===== config.mk =====
export PLATFORM = sky130hd
export DESIGN_NAME = beat_interval_rate_averager
export DESIGN_NICKNAME = d
export VERILOG_FILES = /design/src/rtl/core/bira_pkg.sv /design/src/rtl/core/beat_interval_rate_averager.sv
export SDC_FILE = /design/constraint.sdc
export NUM_CORES = 1
export LEC_CHECK = 0
export BUFFER_PORTS_ARGS = -buffer_cell sky130_fd_sc_hd__buf_4
export CAP_MARGIN = 10
export CORE_MARGIN = 2
export CORE_UTILIZATION = 58
export DETAILED_ROUTE_END_ITERATION = 7
export PLACE_DENSITY = 0.87
export RECOVER_POWER = 25
export SLEW_MARGIN = 25
export SYNTH_ARGS = -nofsm -noshare
export SYNTH_HDL_FRONTEND = slang
export SYNTH_SLANG_ARGS = --single-unit

===== constraint.sdc =====
create_clock -name clk -period 10.25 [get_ports clk]
set_input_delay 2.05 -clock clk [delete_from_list [all_inputs] [get_ports clk]]
set_output_delay 2.05 -clock clk [all_outputs]
set_load 0.02 [all_outputs]

===== src/rtl/core/bira_pkg.sv =====
// Shared constants, codes and helper functions for the beat interval rate averager.
`timescale 1ns / 1ps

package bira_pkg;

	// Rate slot ring
	localparam int RATE_SLOTS = 8;
	localparam int SLOT_AW = (RATE_SLOTS > 1) ? $clog2(RATE_SLOTS) : 1;

	// Field widths
	localparam int TIME_W = 32;
	localparam int IVAL_W = 16;
	localparam int RATE_W = 16;
	localparam int CNT_W = 4;
	localparam int WHOLE_W = 8;
	localparam int SUM_W = 11;
	localparam int CFG_W = 16;
	localparam int CFG_AW = 3;

	// Serial divider: quotient register width and step count
	localparam int QUO_W = 24;
	localparam int STEP_W = 5;
	localparam logic [STEP_W-1:0] LAST_STEP = STEP_W'(QUO_W - 1);

	// Rate constants in Q8
	localparam logic [QUO_W-1:0] BPM_NUM_Q8 = 24'd15360000;
	localparam logic [QUO_W-1:0] BPM_LOW_Q8 = 24'd7680;
	localparam logic [QUO_W-1:0] BPM_HIGH_Q8 = 24'd51200;

	// Register indexes
	localparam logic [CFG_AW-1:0] REG_MIN_IVAL = 3'd0;
	localparam logic [CFG_AW-1:0] REG_MAX_IVAL = 3'd1;
	localparam logic [CFG_AW-1:0] REG_WINDOW = 3'd2;
	localparam logic [CFG_AW-1:0] REG_SENS = 3'd3;

	// Register reset values
	localparam logic [IVAL_W-1:0] MIN_IVAL_RST = 16'd300;
	localparam logic [IVAL_W-1:0] MAX_IVAL_RST = 16'd2000;
	localparam logic [3:0] WINDOW_RST = 4'd4;
	localparam logic [3:0] SENS_RST = 4'd5;

	// Verdict codes
	localparam logic [2:0] VERDICT_ACCEPT = 3'd0;
	localparam logic [2:0] VERDICT_FIRST = 3'd1;
	localparam logic [2:0] VERDICT_INTERVAL = 3'd2;
	localparam logic [2:0] VERDICT_RANGE = 3'd3;
	localparam logic [2:0] VERDICT_TOLERANCE = 3'd4;

	// Operation codes
	localparam logic OP_BEAT = 1'b0;
	localparam logic OP_RESTART = 1'b1;

	// Tolerance in Q16 for a sensitivity setting, clamped to 1..10
	function automatic logic [15:0] tol_q16(input logic [3:0] sens);
		int sc;
		sc = (sens < 4'd1) ? 1 : ((sens > 4'd10) ? 10 : int'(sens));
		return 16'(13107 + (sc - 1) * 2185);
	endfunction

	// Window size clamped to 1..RATE_SLOTS
	function automatic logic [CNT_W-1:0] clamp_win(input logic [3:0] ws);
		logic [CNT_W-1:0] w;
		if (ws == 4'd0) begin
			w = CNT_W'(1);
		end else if (int'(ws) > RATE_SLOTS) begin
			w = CNT_W'(RATE_SLOTS);
		end else begin
			w = CNT_W'(ws);
		end
		return w;
	endfunction

endpackage


===== src/rtl/core/beat_interval_rate_averager.sv =====
// Beat interval rate averager: interval checks, rate ring and running average over a serial divider.
// A restart, a first beat or a beat rejected on its interval goes straight to output; one rejected
// on rate or tolerance passes the divider and its checks, and an accepted beat also the slot update,
// the sum sweep and a second division: one radix-2 restoring divider, one quotient bit per cycle
// over 24 steps, is used twice (15360000 / interval, then slot sum * 256 / fill) and a sweep reads
// the rate slots through a registered port to form the sum. One beat is worked on at a time; the
// next is taken as soon as the result word is placed in the output register, even while that word
// is still stalled. Configuration writes take effect at once and should be made while idle.
`timescale 1ns / 1ps

module beat_interval_rate_averager (
	input  logic        clk,
	input  logic        arst_n,
	// configuration
	input  logic        cfg_write,
	input  logic [2:0]  cfg_index,
	input  logic [15:0] cfg_data,
	// input words
	input  logic        in_valid,
	output logic        in_stall,
	input  logic        operation,
	input  logic [31:0] beat_time_ms,
	// result words
	output logic        out_valid,
	input  logic        out_stall,
	output logic        accepted,
	output logic [2:0]  verdict,
	output logic [15:0] instant_bpm_q8,
	output logic [15:0] average_bpm_q8,
	output logic [3:0]  slots_filled
);

	localparam logic [2:0] ST_IDLE = 3'd0;
	localparam logic [2:0] ST_DIVR = 3'd1;
	localparam logic [2:0] ST_CHK  = 3'd2;
	localparam logic [2:0] ST_TOL  = 3'd3;
	localparam logic [2:0] ST_UPD  = 3'd4;
	localparam logic [2:0] ST_SUM  = 3'd5;
	localparam logic [2:0] ST_DIVA = 3'd6;
	localparam logic [2:0] ST_FIN  = 3'd7;

	// configuration registers
	logic [bira_pkg::IVAL_W-1:0] min_ival_q;
	logic [bira_pkg::IVAL_W-1:0] max_ival_q;
	logic [3:0]                  window_q;
	logic [3:0]                  sens_q;

	// block state
	logic [2:0]                   state_q;
	logic [bira_pkg::TIME_W-1:0]  last_q;
	logic [bira_pkg::CNT_W-1:0]   next_q;
	logic [bira_pkg::CNT_W-1:0]   filled_q;
	logic [bira_pkg::RATE_W-1:0]  avg_q;
	logic [bira_pkg::RATE_W-1:0]  inst_q;
	logic [bira_pkg::WHOLE_W-1:0] slot_q [bira_pkg::RATE_SLOTS];

	// working registers
	logic [bira_pkg::QUO_W-1:0]   quo_q;
	logic [bira_pkg::IVAL_W-1:0]  rem_q;
	logic [bira_pkg::IVAL_W-1:0]  dvs_q;
	logic [bira_pkg::STEP_W-1:0]  step_q;
	logic [bira_pkg::RATE_W-1:0]  bpm_q;
	logic [31:0]                  prod_q;
	logic [bira_pkg::CNT_W-1:0]   idx_q;
	logic [bira_pkg::WHOLE_W-1:0] rd_q;
	logic                         rdv_q;
	logic [bira_pkg::SUM_W-1:0]   acc_q;
	logic [2:0]                   verdict_q;

	// output register
	logic                         out_valid_q;
	logic                         accepted_q;
	logic [2:0]                   verdict_out_q;
	logic [bira_pkg::RATE_W-1:0]  inst_out_q;
	logic [bira_pkg::RATE_W-1:0]  avg_out_q;
	logic [bira_pkg::CNT_W-1:0]   filled_out_q;

	logic                         take;
	logic [bira_pkg::TIME_W-1:0]  delta;
	logic                         ival_bad;
	logic [bira_pkg::IVAL_W:0]    shifted;
	logic                         qbit;
	logic [bira_pkg::IVAL_W:0]    rem_diff;
	logic [bira_pkg::CNT_W-1:0]   win;
	logic [32:0]                  hi_bound;
	logic [32:0]                  lo_bound;
	logic [32:0]                  lhs;
	logic [bira_pkg::SUM_W-1:0]   sum_next;
	logic                         fin_load;

	assign take = in_valid && !in_stall;
	assign in_stall = (state_q != ST_IDLE);

	assign delta = beat_time_ms - last_q;
	assign ival_bad = (delta <= {16'd0, min_ival_q}) || (delta >= {16'd0, max_ival_q});

	// one restoring step: shift in the next dividend bit, subtract if it fits
	assign shifted = {rem_q, quo_q[bira_pkg::QUO_W-1]};
	assign qbit = (shifted >= {1'b0, dvs_q});
	assign rem_diff = shifted - {1'b0, dvs_q};

	assign win = bira_pkg::clamp_win(window_q);

	assign lhs = {1'b0, bpm_q, 16'd0};
	assign hi_bound = {1'b0, avg_q, 16'd0} + {1'b0, prod_q};
	assign lo_bound = {1'b0, avg_q, 16'd0} - {1'b0, prod_q};

	assign sum_next = acc_q + (rdv_q ? bira_pkg::SUM_W'(rd_q) : bira_pkg::SUM_W'(0));

	assign fin_load = (state_q == ST_FIN) && (!out_valid_q || !out_stall);

	// configuration registers
	always_ff @(posedge clk or negedge arst_n) begin
		if (!arst_n) begin
			min_ival_q <= bira_pkg::MIN_IVAL_RST;
			max_ival_q <= bira_pkg::MAX_IVAL_RST;
			window_q <= bira_pkg::WINDOW_RST;
			sens_q <= bira_pkg::SENS_RST;
		end else if (cfg_write) begin
			case (cfg_index)
				bira_pkg::REG_MIN_IVAL: min_ival_q <= cfg_data;
				bira_pkg::REG_MAX_IVAL: max_ival_q <= cfg_data;
				bira_pkg::REG_WINDOW: window_q <= cfg_data[3:0];
				bira_pkg::REG_SENS: sens_q <= cfg_data[3:0];
				default: ;
			endcase
		end
	end

	// sequencer and block state
	always_ff @(posedge clk or negedge arst_n) begin
		if (!arst_n) begin
			state_q <= ST_IDLE;
			last_q <= '0;
			next_q <= '0;
			filled_q <= '0;
			avg_q <= '0;
			inst_q <= '0;
			step_q <= '0;
			idx_q <= '0;
			rdv_q <= 1'b0;
			out_valid_q <= 1'b0;
		end else begin
			if (fin_load) begin
				out_valid_q <= 1'b1;
			end else if (out_valid_q && !out_stall) begin
				out_valid_q <= 1'b0;
			end
			case (state_q)
				ST_IDLE: begin
					if (take) begin
						if (operation == bira_pkg::OP_RESTART) begin
							last_q <= '0;
							next_q <= '0;
							filled_q <= '0;
							avg_q <= '0;
							inst_q <= '0;
							state_q <= ST_FIN;
						end else if (last_q == '0) begin
							last_q <= beat_time_ms;
							state_q <= ST_FIN;
						end else begin
							last_q <= beat_time_ms;
							step_q <= '0;
							state_q <= ival_bad ? ST_FIN : ST_DIVR;
						end
					end
				end
				ST_DIVR: begin
					step_q <= step_q + 1'b1;
					if (step_q == bira_pkg::LAST_STEP) begin
						state_q <= ST_CHK;
					end
				end
				ST_CHK: begin
					if (quo_q < bira_pkg::BPM_LOW_Q8 || quo_q > bira_pkg::BPM_HIGH_Q8) begin
						state_q <= ST_FIN;
					end else if (avg_q == '0) begin
						state_q <= ST_UPD;
					end else begin
						state_q <= ST_TOL;
					end
				end
				ST_TOL: begin
					state_q <= (lhs > hi_bound || lhs < lo_bound) ? ST_FIN : ST_UPD;
				end
				ST_UPD: begin
					inst_q <= bpm_q;
					next_q <= next_q + 1'b1;
					if (filled_q < win) begin
						filled_q <= filled_q + 1'b1;
					end
					idx_q <= '0;
					rdv_q <= 1'b0;
					state_q <= ST_SUM;
				end
				ST_SUM: begin
					// wrap the pointer into the window, one subtraction a cycle
					if (next_q >= win) begin
						next_q <= next_q - win;
					end
					if (idx_q == bira_pkg::CNT_W'(bira_pkg::RATE_SLOTS)) begin
						rdv_q <= 1'b0;
						step_q <= '0;
						state_q <= ST_DIVA;
					end else begin
						rdv_q <= (idx_q < filled_q);
						idx_q <= idx_q + 1'b1;
					end
				end
				ST_DIVA: begin
					step_q <= step_q + 1'b1;
					if (step_q == bira_pkg::LAST_STEP) begin
						avg_q <= {quo_q[bira_pkg::RATE_W-2:0], qbit};
						state_q <= ST_FIN;
					end
				end
				ST_FIN: begin
					if (fin_load) begin
						state_q <= ST_IDLE;
					end
				end
				default: state_q <= ST_IDLE;
			endcase
		end
	end

	// datapath, slot store and output word
	always_ff @(posedge clk) begin
		case (state_q)
			ST_IDLE: begin
				if (take) begin
					quo_q <= bira_pkg::BPM_NUM_Q8;
					rem_q <= '0;
					dvs_q <= delta[bira_pkg::IVAL_W-1:0];
					acc_q <= '0;
					if (operation == bira_pkg::OP_RESTART || last_q == '0) begin
						verdict_q <= bira_pkg::VERDICT_FIRST;
					end else if (ival_bad) begin
						verdict_q <= bira_pkg::VERDICT_INTERVAL;
					end else begin
						verdict_q <= bira_pkg::VERDICT_ACCEPT;
					end
				end
			end
			ST_DIVR, ST_DIVA: begin
				quo_q <= {quo_q[bira_pkg::QUO_W-2:0], qbit};
				rem_q <= qbit ? rem_diff[bira_pkg::IVAL_W-1:0] : shifted[bira_pkg::IVAL_W-1:0];
			end
			ST_CHK: begin
				bpm_q <= quo_q[bira_pkg::RATE_W-1:0];
				prod_q <= 32'(avg_q) * 32'(bira_pkg::tol_q16(sens_q));
				if (quo_q < bira_pkg::BPM_LOW_Q8 || quo_q > bira_pkg::BPM_HIGH_Q8) begin
					verdict_q <= bira_pkg::VERDICT_RANGE;
				end
			end
			ST_TOL: begin
				if (lhs > hi_bound || lhs < lo_bound) begin
					verdict_q <= bira_pkg::VERDICT_TOLERANCE;
				end
			end
			ST_UPD: begin
				slot_q[next_q[bira_pkg::SLOT_AW-1:0]] <= bpm_q[15:8];
			end
			ST_SUM: begin
				acc_q <= sum_next;
				if (idx_q != bira_pkg::CNT_W'(bira_pkg::RATE_SLOTS)) begin
					rd_q <= slot_q[idx_q[bira_pkg::SLOT_AW-1:0]];
				end else begin
					// sum * 256 over the fill count
					quo_q <= {5'd0, sum_next, 8'd0};
					rem_q <= '0;
					dvs_q <= bira_pkg::IVAL_W'(filled_q);
				end
			end
			default: ;
		endcase
		if (fin_load) begin
			accepted_q <= (verdict_q == bira_pkg::VERDICT_ACCEPT);
			verdict_out_q <= verdict_q;
			inst_out_q <= inst_q;
			avg_out_q <= avg_q;
			filled_out_q <= filled_q;
		end
	end

	assign out_valid = out_valid_q;
	assign accepted = accepted_q;
	assign verdict = verdict_out_q;
	assign instant_bpm_q8 = inst_out_q;
	assign average_bpm_q8 = avg_out_q;
	assign slots_filled = filled_out_q;

	// the divider remainder stays below the divisor
	assert property (@(posedge clk) disable iff (!arst_n)
		(state_q == ST_DIVR || state_q == ST_DIVA) && step_q != '0 |-> rem_q < dvs_q)
		else $error("divider remainder not below divisor");

	// between words the pointer lies inside the ring and the fill never exceeds the ring size
	assert property (@(posedge clk) disable iff (!arst_n)
		state_q == ST_IDLE |->
			next_q < bira_pkg::CNT_W'(bira_pkg::RATE_SLOTS)
			&& filled_q <= bira_pkg::CNT_W'(bira_pkg::RATE_SLOTS))
		else $error("rate ring pointer or fill out of range");

	// an accepted restart empties the ring and the rates
	assert property (@(posedge clk) disable iff (!arst_n)
		take && operation == bira_pkg::OP_RESTART |=>
			filled_q == '0 && avg_q == '0 && inst_q == '0 && last_q == '0)
		else $error("restart did not clear the rate state");

	// the accepted flag agrees with the verdict of the word
	assert property (@(posedge clk) disable iff (!arst_n)
		out_valid_q |-> accepted_q == (verdict_out_q == bira_pkg::VERDICT_ACCEPT))
		else $error("accepted flag disagrees with verdict");

endmodule

== Word-level counts from Yosys, hierarchy flattened ==
Memories as Yosys holds them, arrays and structs flattened. A register that Yosys moved wholly into a read port is not among the register bits.
Cells that the tools add are included.
Storage, ports and cells
  register bits after elaboration: 284
  bits in latches: 0
  bits in writable memories: 64
  bits in read-only memories: 0
  input bits: 57
  word-level logic and storage cells: 185
  memories kept: 1
Operators by class
  add/sub/neg operators: 12
  multipliers: 2
  divide/modulo/power cells: 0
  order comparisons: 13
  equal/unequal tests: 27
  shifts and indexed selects: 0
  muxes and demuxes: 60
  bitwise operators: 0
  reductions and logical operators: 44
Memory list
  slot_q: words 8, bits a word 8, rd ports 1, clocked after memory_dff 1, wr ports 1, RTL line beat_interval_rate_averager.sv:55  | logic [bira_pkg::WHOLE_W-1:0] slot_q [bira_pkg::RATE_SLOTS];
Operator list (count)
  2-to-1 mux 16 bit: 8
  one-hot mux 16 bit (2 select lines): 3
  one-hot mux 24 bit (3 select lines): 1
  2-to-1 mux 24 bit: 2
  one-hot mux 16 bit (3 select lines): 1
  2-to-1 mux 3 bit: 13
  2-to-1 mux 4 bit: 9
  adder 32 x 32 -> 33 bit: 1
  > comparator 32 x 33 -> 1 bit: 1
  less-than comparator 32 x 33 -> 1 bit: 1
  subtractor 32 x 32 -> 33 bit: 1
  greater-or-equal comparator 32 x 16 -> 1 bit: 1
  less-or-equal comparator 32 x 16 -> 1 bit: 1
  logical NOT 32 bit: 1
  multiplier 16 x 16 -> 32 bit: 1
  2-to-1 mux 32 bit: 1
  subtractor 32 bit: 1
  inequality test 2 bit (second input constant): 14
  > comparator 24 x 16 -> 1 bit (second input constant): 1
  less-than comparator 24 x 13 -> 1 bit (second input constant): 1
  one-hot mux 3 bit (8 select lines): 1
  one-hot mux 11 bit (2 select lines): 1
  2-to-1 mux 5 bit: 4
  greater-or-equal comparator 17 x 16 -> 1 bit: 1
  other kinds (40): 88

== Longest topological paths before layout ==
Gate-level depths: netlist of run 1.
  depth after elaboration: 8
  mapped depth: 44
  depth with buffers taken out: 43

== Worst setup path after synthesis of run 1 ==
OpenSTA, ideal clock, no wires.
  path type: register to register
  from: register sens_q[2]
  to: register prod_q[31], data pin
  data arrival time: 10.056 ns
  slack: -0.065 ns
  stages on the path, launching flop included: 44
  period minus slack after synthesis: 10.315 ns
  path through: dfstp_2 nor2_1 nor2_1 o21ai_1 clkbuf_1 inv_1 ha_1 nor3b_1 inv_1 ha_1 ha_1 ha_1 ha_1 nor2b_1 o21ai_1 a21oi_1 o21ai_1 a21oi_1 [... 8 more ...] inv_1 fa_1 fa_1 fa_1 inv_1 fa_1 inv_1 ha_1 a21o_1 a21oi_1 nor2b_1 nor4_1 a211o_1 a31oi_1 a21oi_1 o21ai_0 a21oi_1 xnor2_1
On the way
  word-level cells in the longest chain between the ends: 7
  elaborated cells between the ends (all ways): 8
  those cells by class: add/sub (2); mul (2); order compare (2); mux (2)
RTL lines
  start: declaration: RTL line beat_interval_rate_averager.sv:46  | logic [3:0] sens_q;
  start signal: assignment: RTL line beat_interval_rate_averager.sv:118  | sens_q <= bira_pkg::SENS_RST;
  start signal: assignment: RTL line beat_interval_rate_averager.sv:124  | bira_pkg::REG_SENS: sens_q <= cfg_data[3:0];
  > comparator 4 bit: RTL line bira_pkg.sv:56  | sc = (sens < 4'd1) ? 1 : ((sens > 4'd10) ? 10 : int'(sens));
  2-to-1 mux 4 bit: RTL line bira_pkg.sv:56
  2-to-1 mux 4 bit *: RTL line bira_pkg.sv:56
  subtractor 4 x 1 -> 5 bit *: RTL line bira_pkg.sv:57  | return 16'(13107 + (sc - 1) * 2185);
  multiplier 5 x 13 -> 16 bit *: RTL line bira_pkg.sv:57
  adder 15 x 16 -> 16 bit *: RTL line bira_pkg.sv:57
  multiplier 16 x 16 -> 32 bit *: RTL line beat_interval_rate_averager.sv:252  | prod_q <= 32'(avg_q) * 32'(bira_pkg::tol_q16(sens_q));
  end signal: assignment: RTL line beat_interval_rate_averager.sv:252
  end: declaration: RTL line beat_interval_rate_averager.sv:63  | logic [31:0] prod_q;
Mark *: on every way between the ends. The rest lies on a longest branch, timed or not.
A chain may end at the register's enable or synchronous reset.

== Worst setup path in the final report of run 1 ==
Same ends and word-level chain as after synthesis.

==> results.json, run 1 <==
{
  "status": "finished, violations left",
  "violations": "max-capacitance violations, max-slew violations",
  "die_h_um": 228.4,
  "fin_crit_sh": 0.9842,
  "crit_family": "adder cells",
  "grt_max_degree": 68,
  "num-fill-cells": 3668,
  "yosysWarnings": 0,
  "synthesis.nets": 3487,
  "place_hpwl_mm": 54.85,
  "cts_hold_buf": 0,
  "slowest_delay_ps": 610,
  "cts_root_buf": "clkbuf_16",
  "cts_tree": "built",
  "io_buffers": 98,
  "synth_async_sr_flop_share": 0.3539,
  "hold_viol_final": 0,
  "place_congestion": 0.9650,
  "regArea_um2": 10080,
  "cts.sinks": 356,
  "cp.buffers_inverters": 10,
  "core_um2": 49970,
  "dieArea_um2": 52150,
  "ant_nets": 0,
  "drc": 0,
  "place_area_um2": 30830,
  "worstSetupStartpointType": "register",
  "synthToLayoutAreaGrowth_pct": 10.37,
  "drv_slew": 247,
  "dr_total_vias": 22489,
  "clock_skew_ps": 25.84,
  "drt-total-wl_mm": 75.11,
  "tightest_slew_ps": 3473,
  "cpMaxStageDelayCell": "fa_1",
  "ios": 99,
  "start_util": 0.5843,
  "ys_seq_elements": 356,
  "drive_gt1_frac": 0.09652,
  "grt_use_total": 0.2892,
  "syn_area_per_cell_um2": 9.984,
  "setup_viol": 0,
  "end_kind": "register",
  "layout_setup_ws_ps": 162.0,
  "dpl_worst_slack_ps": -4.534,
  "ys_types": 76,
  "hold_depth": 0,
  "worstHoldStart": "verdict_q[2]",
  "fmax_mhz": 99.13,
  "rrSetupSlack_ps": 160,
  "grt_pass1_vias": 23204,
  "dominantRegCellSynth": "edfxtp_1",
  "vias_per_cell": 6.049,
  "synth_cells": 2924,
  "cts_htree_levels": 2,
  "multi_input_area_um2": 17430,
  "clockBufferDepth": 3,
  "first_iter_violations": 2206,
  "num_rows": 82,
  "grt_pass1_wl_mm": 120.8,
  "r2r.worst_path.cells": 43,
  "netlist_area_um2": 29190,
  "clock_insertion_delay_worst_skew_ps": 570,
  "antenna_found_initial": 0,
  "r2r_start": "sens_q[2]",
  "num-nets-final": 3579,
  "fin_crit_ps": 10090,
  "cts-buffers-inserted": 38,
  "hold_path.class": "reg2reg",
  "crit_path_start": "sens_q[2]",
  "die_width_um": 228.4,
  "cp_common_cell": "ha_1",
  "path_class": "reg2reg",
  "postLayoutCellArea_um2": 32220,
  "synth_edf_count": 230,
  "crit_fanout": 10,
  "hold_end": "verdict[2]",
  "wl_per_cell_um": 20.20,
  "n_antenna_cell": 0,
  "cts.clk_slew.worst_paths_ps": 60,
  "max_slew_margin": -1.315,
  "cp.required_ps": 10550,
  "arrival_ps": 10380,
  "drv_cap": 7,
  "reg2reg_to": "prod_q[31]",
  "grt-ovfl-total": 0,
  "yosysSeqAreaShare": 0.3451,
  "first_pass_iters": 5
}
-- registers in the layout (all words and copies together), names as in the netlist, 8 cells and up --
signal / count
acc_q: 11
average_bpm_q8: 16
avg_q: 16
bpm_q: 16
dvs_q: 16
inst_q: 16
instant_bpm_q8: 16
last_q: 32
max_ival_q: 16
min_ival_q: 16
prod_q: 32
quo_q: 24
rd_q: 8
rem_q: 16
slot_q: 64
-- worst reg2reg max path, delay by kind of cell (launching register included) --
kind	cells	cell delay [ps]
xor+xnor	3	620
simple gates	5	560
compound gates	13	2110
fa+ha+maj	12	4880
buf+inv	10	1010
flops	1	590
-- worst max path at each step --
stage / to / slack (ps) / cells after the start
after floorplan: prod_q[31] / 220 / 43
after global placement: prod_q[30] / 450 / 40
after detailed placement: prod_q[31] / -5 / 41
after CTS: prod_q[30] / 20 / 40
after global routing: prod_q[31] / -170 / 43
final: prod_q[31] / 160 / 43
-- layer usage --
| metal | global-route usage | vias to the layer above | share of wire | wire length [um] |
|---|---|---|---|---|
| met5 | 0 | - | 0 | 0 |
| met4 | 0.1150 | 0 | 0.040 | 3009 |
| li1 | - | 10183 | - | - |
| met1 | 0.3736 | 11022 | 0.39 | 29650 |
| met3 | 0.05501 | 205 | 0.083 | 6266 |
| met2 | 0.4833 | 1079 | 0.48 | 36180 |
-- Yosys cell counts, types with 20 or more instances --
library cell  number  area, um^2
nand3_1           49       245.2
a21o_1            46       345.3
edfxtp_1         230        6907
a21oi_1          145       725.7
a31oi_1           20       125.1
clkbuf_1         100       375.4
o21bai_1          22       165.2
nand4_1           26       162.7
ha_1             306        3829
dfrtp_1          113        2828
nor2b_1           31       193.9
nand2b_1          24       150.1
xnor2_1           76       665.6
and2_1           154       963.4
nor4_1            30       187.7
xor2_1            37       324.1
nor2_1           104       390.4
o21a_1            27       202.7
nand2_1          291        1092
nor3_1            49       245.2
inv_1            405        1520
fa_1             200        4004
nand3b_1          33       247.7
o21ai_0          144       720.7
-- metrics by stage --
step / util / setup TNS, ps / std cells / hold slack, ps
after floorplan: - / 0 / 2924 / 425.8
after global placement: 0.6169 / 0 / 3638 / 439.4
after detailed placement: 0.6170 / -4.534 / 3638 / 439.4
after CTS: 0.6421 / 0 / 3708 / 454.4
after global routing: 0.6449 / -441.7 / 3718 / 470.1
final: 0.6449 / 0 / 3718 / 454.4
-- cells in the final DEF (no fill, tap or decap), types with 8 or more instances in the layout --
cell       synthesis  layout
inv_1            405     403
ha_1             306     302
nand2_1          291     291
edfxtp_1         230     230
fa_1             200     200
and2_1           154     144
o21ai_0          144     143
buf_4              0     140
a21oi_1          145     135
dfrtp_1          113     113
nor2_1           104     104
xnor2_1           76      74
nand3_1           49      49
nor3_1            49      47
a21o_1            46      46
clkbuf_16          0      40
xor2_1            37      35
nand3b_1          33      33
nor2b_1           31      29
nor4_1            30      29
o21a_1            27      27
nand4_1           26      26
nand2b_1          24      24
clkbuf_1         100      24
o21bai_1          22      22
a22o_1            19      19
a31oi_1           20      18
o21ai_1           17      17
o31ai_1           16      16
mux4_2            16      16
and3_1            15      15
mux2_2            19      14
dfstp_2           13      13
o211ai_1          11      11
a211o_1            9       9
a21oi_2            0       9
or3_1              9       9
and2_0             0       9
clkinv_2           0       8
-- repair_timing --
| item | 4_1_cts | 5_1_grt |
|---|---|---|
| hold endpoints to repair | 0 | 0 |
| pin swaps | 0 | 16 |
| gates resized for setup | 2 | 28 |
| buffers inserted | 0 | 10 |
| setup endpoints to repair | 2 | 12 |
-- final cells by class --
| type | count | share of cell area |
|---|---|---|
| repair buffers | 157 | 0.03460 |
| clock buffers | 48 | 0.03231 |
| multi-input cells | 2057 | 0.5408 |
| well taps | 672 | 0.02609 |
| inverters | 406 | 0.04730 |
| flip-flops and latches | 356 | 0.3127 |
| clock inverters | 22 | 0.006174 |
-- kinds of logic (layout without fill, tap and decap cells) --
family / Yosys count / count (layout) / synth area share
buffers and inverters: 511 / 633 / 0.06579
flip-flops: 356 / 356 / 0.3451
AND/OR/NAND/NOR: 853 / 853 / 0.1487
adder cells (fa/ha/maj): 506 / 506 / 0.2683
multiplexers: 42 / 42 / 0.02207
AO/OA/AOI/OAI: 543 / 543 / 0.1161
XOR/XNOR: 113 / 113 / 0.03390
Power of run 1 is not shown: default switching activity piles up to over one toggle a cycle in this logic, so the estimate is an artifact.
==> inputs of run 2 (changes only) <==
ABC_AREA = 1   (was default)
==> results.json, run 2 <==
{
  "status": "finished, violations left",
  "violations": "max-capacitance violations, max-slew violations",
  "io_buffers": 98,
  "vias_per_cell": 5.737,
  "synthesis.nets": 4071,
  "ys_top_cells_by_count": "inv_1, nand2_1, nor2_1",
  "largest_reg_flops": 64,
  "yosys.area.top_type_share": 0.2319,
  "dieArea_um2": 53180,
  "worstSetupStartpointType": "register",
  "ant_nets": 0,
  "synth_area_leaders": "edfxtp_1, fa_1, ha_1, dfrtp_1, inv_1",
  "netlist_area_um2": 29780,
  "fin_crit_sh": 0.9568,
  "drc": 0,
  "regArea_um2": 10080,
  "layout_setup_ws_ps": 442.7,
  "slowest_delay_ps": 580,
  "layout.cells.most_common": "inv_1",
  "grt_pass1_wl_mm": 128.1,
  "path_class": "reg2reg",
  "synth_async_sr_flop_share": 0.3539,
  "drive_gt1_frac": 0.06423,
  "fmax_mhz": 102.0,
  "clockBufferDepth": 3,
  "ios": 99,
  "clock_skew_ps": 13.86,
  "dpl_worst_slack_ps": 42.20,
  "arrival_ps": 10100,
  "cts_hold_buf": 0,
  "hold_viol_final": 0,
  "tightest_slew_ps": 3426,
  "synthToLayoutAreaGrowth_pct": 9.490,
  "antenna_found_initial": 1,
  "crit_fanout": 11,
  "cp.buffers_inverters": 10,
  "die_width_um": 230.6,
  "cts_htree_levels": 2,
  "place_congestion": 0.9783,
  "cp.required_ps": 10540,
  "num-nets-final": 4146,
  "drv_cap": 2,
  "first_pass_iters": 6,
  "max_slew_margin": -1.284,
  "yosysWarnings": 0,
  "start_util": 0.5841,
  "grt_use_total": 0.3062,
  "grt_max_degree": 65,
  "first_iter_violations": 2318,
  "core_um2": 50990,
  "end_kind": "register",
  "cts-buffers-inserted": 39,
  "clock_insertion_delay_worst_skew_ps": 560,
  "fin_crit_ps": 9807,
  "final_cell_mix": "inv_1, nand2_1, nor2_1",
  "dominantRegCellSynth": "edfxtp_1",
  "synth_cells": 3508,
  "num_rows": 83,
  "grt_pass1_vias": 24845,
  "hold_path.class": "reg2reg",
  "drv_slew": 104,
  "wl_per_cell_um": 18.38,
  "multi_input_area_um2": 16900,
  "synth_edf_count": 230,
  "num-fill-cells": 4074,
  "cts.sinks": 356,
  "syn_area_per_cell_um2": 8.490,
  "crit_family": "adder cells",
  "place_hpwl_mm": 59.71,
  "setup_viol": 0,
  "cts.clk_slew.worst_paths_ps": 70,
  "drt-total-wl_mm": 78.89,
  "grt-ovfl-total": 0,
  "dr_total_vias": 24629,
  "ys_types": 53,
  "cts_root_buf": "clkbuf_16",
  "cpMaxStageDelayCell": "fa_1",
  "die_h_um": 230.6,
  "synth.largest_area_cell": "edfxtp_1",
  "cts_tree": "built",
  "yosysMostFrequentCell": "inv_1",
  "cp_common_cell": "fa_1",
  "ys_seq_elements": 356,
  "yosysSeqAreaShare": 0.3383
}
run 2: path summary, 6_finish.rpt:
path | to | depth (start not counted) | slack, ps | startpoint
max | prod_q[31] | 42 | 440 | sens_q[2]
min | verdict[1] | 0 | 450 | verdict_q[1]
max reg2reg | prod_q[31] | 42 | 440 | sens_q[2]
min reg2reg | verdict[1] | 0 | 450 | verdict_q[1]
max in group asynchronous | inst_q[11] | 2 | 5290 | arst_n
min in group asynchronous | last_q[29] | 1 | 2640 | arst_n
run 2: per-stage QoR:
step                      cells    util  hold WS [ps]  setup TNS [ps]  cell area [um^2]
after floorplan            3508       -         425.8               0             29780
after global placement     4217  0.6114         435.4               0             31180
after detailed placement   4217  0.6114         434.2               0             31180
after CTS                  4287  0.6369         452.8               0             32470
after global routing       4292  0.6395         457.6          -240.5             32610
final                      4293  0.6395         454.0               0             32610
run 2: repair_timing:
action	CTS	global route
buffers inserted	0	5
pin swaps	0	2
endpoints found under the setup margin	2	16
endpoints found under the hold margin	0	0
resized for setup	1	28
run 2: kinds of logic (layout without fill, tap and decap cells):
family | after synthesis | after routing | share of synthesized area
adders and majority gates | 506 | 506 | 0.2630
and+or+nand+nor | 1243 | 1243 | 0.1696
xor gates and xnor gates | 109 | 109 | 0.03256
DFF | 356 | 356 | 0.3383
other | 0 | 1 | 0
AOI/OAI and AO/OA | 519 | 519 | 0.09789
buffers and inverters | 775 | 879 | 0.09864
run 2: area by class of cell:
| class | instances | share of cell area |
|---|---|---|
| flip-flops and latches | 356 | 0.3090 |
| clock buffers | 52 | 0.03300 |
| diodes | 1 | 0.00007674 |
| well taps | 680 | 0.02609 |
| multi-input cells | 2377 | 0.5183 |
| clock inverters | 18 | 0.006753 |
| repair buffers | 122 | 0.02740 |
| inverters | 687 | 0.07935 |
run 2: layer usage:
metal,up-vias,GRT usage,share of wire
met1,11707,0.3861,0.39
met4,0,0.1516,0.053
met2,1212,0.4978,0.46
met3,259,0.07090,0.097
met5,-,0,0
li1,11451,-,-
Power of run 2 is left out for the same reason.
